==> src/rtl/rmj_pkg.sv <==
// Shared widths, job records and the saturating pack function for the radar
// measurement Jacobian. No dependencies.
package rmj_pkg;

   localparam int FRAC_BITS = 16;
   localparam int DATA_W    = 32;
   localparam int SQ_W      = 2 * DATA_W;
   localparam int ROOT_W    = SQ_W / 2;
   localparam int C_W       = 2 * DATA_W;
   localparam int QUO_W     = DATA_W;
   localparam int DEN_W     = SQ_W + ROOT_W;
   localparam int NUM_W     = DATA_W + C_W + FRAC_BITS;
   localparam int SQRT_N    = ROOT_W;
   localparam int RREM_W    = ROOT_W + 3;
   localparam int MIN_W     = 16;
   localparam int QDEPTH    = 4;
   localparam int QPTR_W    = 2;
   localparam int N_OUT     = 6;
   localparam int REQ_W     = 4 * DATA_W;
   localparam int RSP_W     = N_OUT * DATA_W;
   localparam int USER_W    = 2;

   typedef struct packed {
      logic [DATA_W-1:0] ap;
      logic [DATA_W-1:0] aq;
      logic              pneg;
      logic              qneg;
      logic              qpos;
      logic [SQ_W-1:0]   s;
      logic [ROOT_W-1:0] r;
      logic [C_W-1:0]    ac;
      logic              cneg;
      logic              too_close;
   } job_type;

   typedef struct packed {
      logic pneg;
      logic qneg;
      logic qpos;
      logic neg4;
      logic neg5;
      logic too_close;
   } side_type;

   function automatic logic [DATA_W:0] rmj_pack(input logic [QUO_W-1:0] q,
                                                input logic ovf, input logic neg);
      logic [DATA_W-1:0] lim;
      logic [DATA_W-1:0] v;
      logic              sat;
      lim = neg ? {1'b1, {(DATA_W-1){1'b0}}} : {1'b0, {(DATA_W-1){1'b1}}};
      sat = ovf || (q > lim);
      v   = sat ? lim : q;
      return {sat, (neg ? (~v + 1'b1) : v)};
   endfunction

endpackage

==> src/rtl/rmj_queue.sv <==
// Short job queue between the front and back ends. Depends on rmj_pkg.
module rmj_queue (
   input  logic             clock,
   input  logic             reset,
   input  logic             push,
   input  rmj_pkg::job_type push_job,
   input  logic             pop,
   output rmj_pkg::job_type pop_job,
   output logic             full,
   output logic             empty
);

   rmj_pkg::job_type          slot_ff [0:rmj_pkg::QDEPTH-1];
   logic [rmj_pkg::QPTR_W-1:0] wr_ff, rd_ff;
   logic [rmj_pkg::QPTR_W:0]   cnt_ff, cnt_in;

   assign full    = cnt_ff == (rmj_pkg::QPTR_W+1)'(rmj_pkg::QDEPTH);
   assign empty   = cnt_ff == '0;
   assign pop_job = slot_ff[rd_ff];

   always_comb begin
      cnt_in = cnt_ff;
      case ({push, pop})
         2'b10:   cnt_in = cnt_ff + 1'b1;
         2'b01:   cnt_in = cnt_ff - 1'b1;
         default: cnt_in = cnt_ff;
      endcase
   end

   always_ff @(posedge clock) begin
      if (reset) begin
         wr_ff  <= '0;
         rd_ff  <= '0;
         cnt_ff <= '0;
      end else begin
         cnt_ff <= cnt_in;
         if (push) begin
            wr_ff <= wr_ff + 1'b1;
         end
         if (pop) begin
            rd_ff <= rd_ff + 1'b1;
         end
      end
   end

   always_ff @(posedge clock) begin
      if (push) begin
         slot_ff[wr_ff] <= push_job;
      end
   end

endmodule

==> config.mk <==
export PLATFORM = sky130hd
export DESIGN_NAME = rmj_queue
export DESIGN_NICKNAME = d
export VERILOG_FILES = /design/src/rtl/rmj_pkg.sv /design/src/rtl/rmj_queue.sv
export SDC_FILE = /design/constraint.sdc
export NUM_CORES = 1
export LEC_CHECK = 0
export BUFFER_PORTS_ARGS = -buffer_cell sky130_fd_sc_hd__buf_4
export CORE_AREA = 10 10 336 176
export CTS_BUF_LIST = sky130_fd_sc_hd__clkbuf_8
export DETAILED_ROUTE_END_ITERATION = 10
export DIE_AREA = 0 0 346 186
export PLACE_DENSITY = 0.91
export SKIP_CTS_REPAIR_TIMING = 1
export SYNTH_ARGS = -nofsm -noshare
export SYNTH_HDL_FRONTEND = slang
export SYNTH_SLANG_ARGS = --single-unit
==> constraint.sdc <==
create_clock -name clock -period 13.56 [get_ports clock]
set_input_delay 2.034 -clock clock [delete_from_list [all_inputs] [get_ports clock]]
set_output_delay 2.034 -clock clock [all_outputs]
set_load 0.05 [all_outputs]
Yosys cells after proc, flatten, opt, wreduce, memory -nomap -nowiden
Memory sizes are Yosys's and may differ from the RTL's. A register that Yosys moved wholly into a read port is not among the register bits.
Cells that the tools add are included.
{"block": "word_totals", "regBits": 7, "latch_bits": 0, "ram_bits": 916, "mem_bits_ro": 0, "input_bits": 233, "out_inout_bits": 231, "wordCells": 18, "n_memories": 1}
{"name": "slot_ff", "depth": 4, "width": 229, "read_ports": 1, "rd_clocked_by_memory_dff": 1, "write_ports": 1, "line_no": "rmj_queue.sv:13", "source": "rmj_pkg::job_type slot_ff [0:rmj_pkg::QDEPTH-1];"}
{"block": "op_classes", "add_sub_neg": 4, "multipliers": 0, "n_div": 0, "n_lt_le_gt_ge": 0, "n_eq_ne": 3, "n_shift": 0, "n_mux": 5, "bitwise_logic": 0, "n_reduce_logical": 2}
{"operator": "one-hot mux 3 bit (2 select lines)", "count": 1}
{"operator": "adder 2 x 1 -> 2 bit (second input constant)", "count": 2}
{"operator": "two-way mux 2 bit", "count": 2}
{"operator": "adder 3 x 1 -> 3 bit (second input constant)", "count": 1}
{"operator": "equality test 3 bit (second input constant)", "count": 1}
{"operator": "logical NOT 3 bit", "count": 1}
{"operator": "subtractor 3 x 1 -> 3 bit (second input constant)", "count": 1}
{"operator": "equality test 2 x 1 -> 1 bit (second input constant)", "count": 1}
{"operator": "equality test 2 bit (second input constant)", "count": 1}
{"operator": "two-way mux 1 bit", "count": 2}
{"operator": "nonzero test 2 bit", "count": 1}

Logic depth before layout (Yosys ltp)
{"block": "depth", "ltp_word": 3, "depth_mapped": 7, "mapped_depth_nobuf": 7}

Least setup slack after synthesis
OpenSTA, ideal clock, no wires.
{"block": "synth_path", "path_kind": "input -> register", "startpoint": "input push", "endpoint": "memory slot_ff[0][0] (netlist bit) (enable)", "setup_time_ns": 0.617, "t_arrival_ns": 7.218, "required_time_ns": 12.943, "path_slack_ns": 5.725, "path_stages": 1, "n_path_buf": 0, "path_cell_list": "and2_1"}
{"block": "synth_between", "elab_chain_len": 2}
{"element": "start, declared", "line_no": "rmj_queue.sv:5", "source": "input logic push,"}
{"element": "two-way mux 1 bit", "line_no": "rmj_queue.sv:47", "source": "if (push) begin"}
{"element": "two-way mux 1 bit (not written as such)", "line_no": "rmj_queue.sv:48", "source": "slot_ff[wr_ff] <= push_job;"}
{"element": "end, declared", "line_no": "rmj_queue.sv:13"}
No other way between the ends.

==> results.txt <==
Most used flip-flop cell after synthesis -> edfxtp_1
Hold Path Sink -> cnt_ff[2]
Fin Setup TNS -> 0 ns
Via count -> 15930
DRC violations left -> 0
R2R Path Start -> wr_ff[0]
Maximum clock insertion buffer count -> 3
Gr usage total -> 24.08%
Nets -> 2029
Tmin final -> 6.205 ns
R2R cell count -> 5
Period utilisation layout -> 45.76%
Hold Path Stages -> 2
Top-count cell post-synth -> edfxtp_1
Top achievable clock speed -> 161.1 MHz
Area leader, netlist -> edfxtp_1
Number of global-route vias before repair -> 16890
CTS buffer count -> 116
RePlAce Congestion -> 0.8350
Setup crit end kind -> output pin
IO Pins -> 464
Non-Filler Instances -> 2607
Syn Area/Cell -> 27.12 sq um
PwrDens -> 157.3 nW/um^2
Max-Cap Viols -> 0
I/O Buffers -> 463
Hold path startpoint -> cnt_ff[2]
WS Path Type -> reg -> out
Commonest cells in the netlist -> edfxtp_1, mux4_2, buf_12, buf_2, dfxtp_1
CTS tree -> built
Post-route ant nets -> 0
RSZ-0062 raised after global routing -> no
Core Area -> 53150 sq um
Max Used Layer -> met5
Rel. slew slack -> 24.39%
Largest net degree at the start of global routing -> 102
Die ar. -> 64360 sq um
Clock Skews -> 0.03516 ns
Worst reg2reg endpoint -> slot_ff[0][85]
Static Leakage -> 13.50 nW
Root Driver -> clkbuf_8
Cell Rows -> 60
HPWL after DPL -> 48050 microns
Arrival @ worst endpoint -> 4.17 ns
Ratio of cells with drive above 1 in the final layout -> 46.00%
Final Hold Vio Count -> 0
Async S/R FF share, synth -> 0%
Top cells by area, synth -> edfxtp_1, mux4_2, buf_12
Cell Area, Placed -> 37630 sq um
Critical Path RT -> 11.53 ns
Placed Instances -> 2385
Detailed-route wire length per cell -> 29.76 microns
Yosys warns -> 0
Slew Viols, Final -> 0
Hold WC Path Type -> reg -> reg
Tightest Pin Transition -> 1.134 ns
Synth Register Bits -> 925
Initial core utilization -> 63.41%
Power after layout -> 6.271 mW
First-pass GRT wire length -> 113900 microns
VDD IR max -> 131.5 uV
Die height -> 186 microns
Post-Syn Area -> 33700 sq um
Clk sinks -> 925
Die X -> 346 microns
Pre-Repair DR Iteration Count -> 5
Syn nets -> 1482
Status -> finished clean
Post-synth top area share -> 81.61%
Sequential share of the synthesized area -> 82.14%
Number of synthesized flops with an enable pin -> 916
R2R setup slack -> 10.09 ns
Clock latency on the worst-skew pair -> 0.70 ns
Antenna violations before repair -> 6
Post-synthesis cell type count -> 23
Post-detailed-routing wire length -> 77590 microns
Met3 routed wirelength -> 6524 microns
Final setup vio count -> 0
Via density -> 6.110
Total grt overflow -> 0
Post-route cell area -> 39870 sq um
Cells after synthesis -> 1243
H-tree levels -> 3
Starting DRC count in detailed routing -> 1543
Met2 Routed Length -> 41130 microns
Area grow syn2layout -> 18.31%
Clk slew on worst S/H paths -> 0.07 ns
Met1 WL -> 28370 microns
Crit start category -> register
CP max FO -> 50
==> worst max-delay path by stage <==
stage | start | end | slack, ns | cells after the start
global route | register | pop_job[205] | 6.88 | 4
global placement | register | pop_job[205] | 7.98 | 4
detailed placement | register | pop_job[199] | 7.99 | 4
finish | register | pop_job[205] | 7.35 | 4
floorplan | push | slot_ff[0][0] | 5.72 | 1
CTS | register | pop_job[205] | 7.14 | 4
==> report_power, final <==
part | leakage [nW] | internal, mW | total, mW | switching (mW)
Clock | 1.31 | 0.933 | 1.92 | 0.989
Combinational | 3.70 | 0.340 | 1.01 | 0.672
Sequential | 8.49 | 3.29 | 3.34 | 0.0486
==> critical path: stages, from the launching register on <==
cell and delay [ns]:
dfxtp_4 0.87, buf_4 0.75, buf_4 0.87, mux4_2 0.64, buf_4 0.22
==> kinds of logic after synthesis <==
family,Yosys count,synth area share [%]
AND/OR/NAND/NOR,16,0.2264
XOR/XNOR,5,0.1300
multiplexers,230,15.33
AO/OA/AOI/OAI,3,0.04453
adder cells (fa/ha/maj),6,0.2450
flip-flops,925,82.14
buffers and inverters,58,1.878
==> metal layers <==
layer | GRT usage [%] | vias to the layer above
li1 | - | 6512
met1 | 30.75 | 8406
met2 | 41.27 | 902
met3 | 6.562 | 106
met4 | 6.297 | 2
met5 | 0 | -
==> flip-flops by register name (all words and copies together) (netlist names), named ones only <==
register and cells:
rd_ff 2, cnt_ff 3, wr_ff 2, slot_ff 916
==> through the flow <==
step	setup slack [ns]	hold WS (ns)	utilization [%]
final	7.355	0.5274	75.02
after CTS	7.137	0.5168	75.00
after detailed placement	7.993	0.4914	70.79
after global routing	6.883	0.5456	75.01
after floorplan	5.725	0.4669	-
after global placement	7.984	0.4745	70.79
==> placed cells by master, fill, tap and decap left out <==
master	count
and2_4	4
edfxtp_1	916
clkinv_2	17
buf_12	1
xor2_1	3
nor3_1	1
bufinv_16	5
dfxtp_4	2
mux2i_1	1
and3_1	1
dfxtp_1	7
buf_4	480
mux4_2	229
xnor2_1	2
clkinv_4	2
clkbuf_8	121
clkinvlp_4	3
inv_1	50
inv_12	1
nor2_1	8
o21ai_0	1
nand2_1	1
a21oi_1	2
inv_8	1
ha_1	5
clkinv_1	20
inv_6	3
diode_2	5
or3_1	1
fa_1	1
==> area by class of cell <==
type	instances	area (sq um)
clock inverter	96	569.3
multi-input combinational	260	5395
timing repair buffer	481	3623
sequential	925	27690
antenna	5	12.51
inverter	6	22.52
fill	2606	13280
tap	713	892.1
clock buffer	121	1665
(Power assumes the default switching activity.)
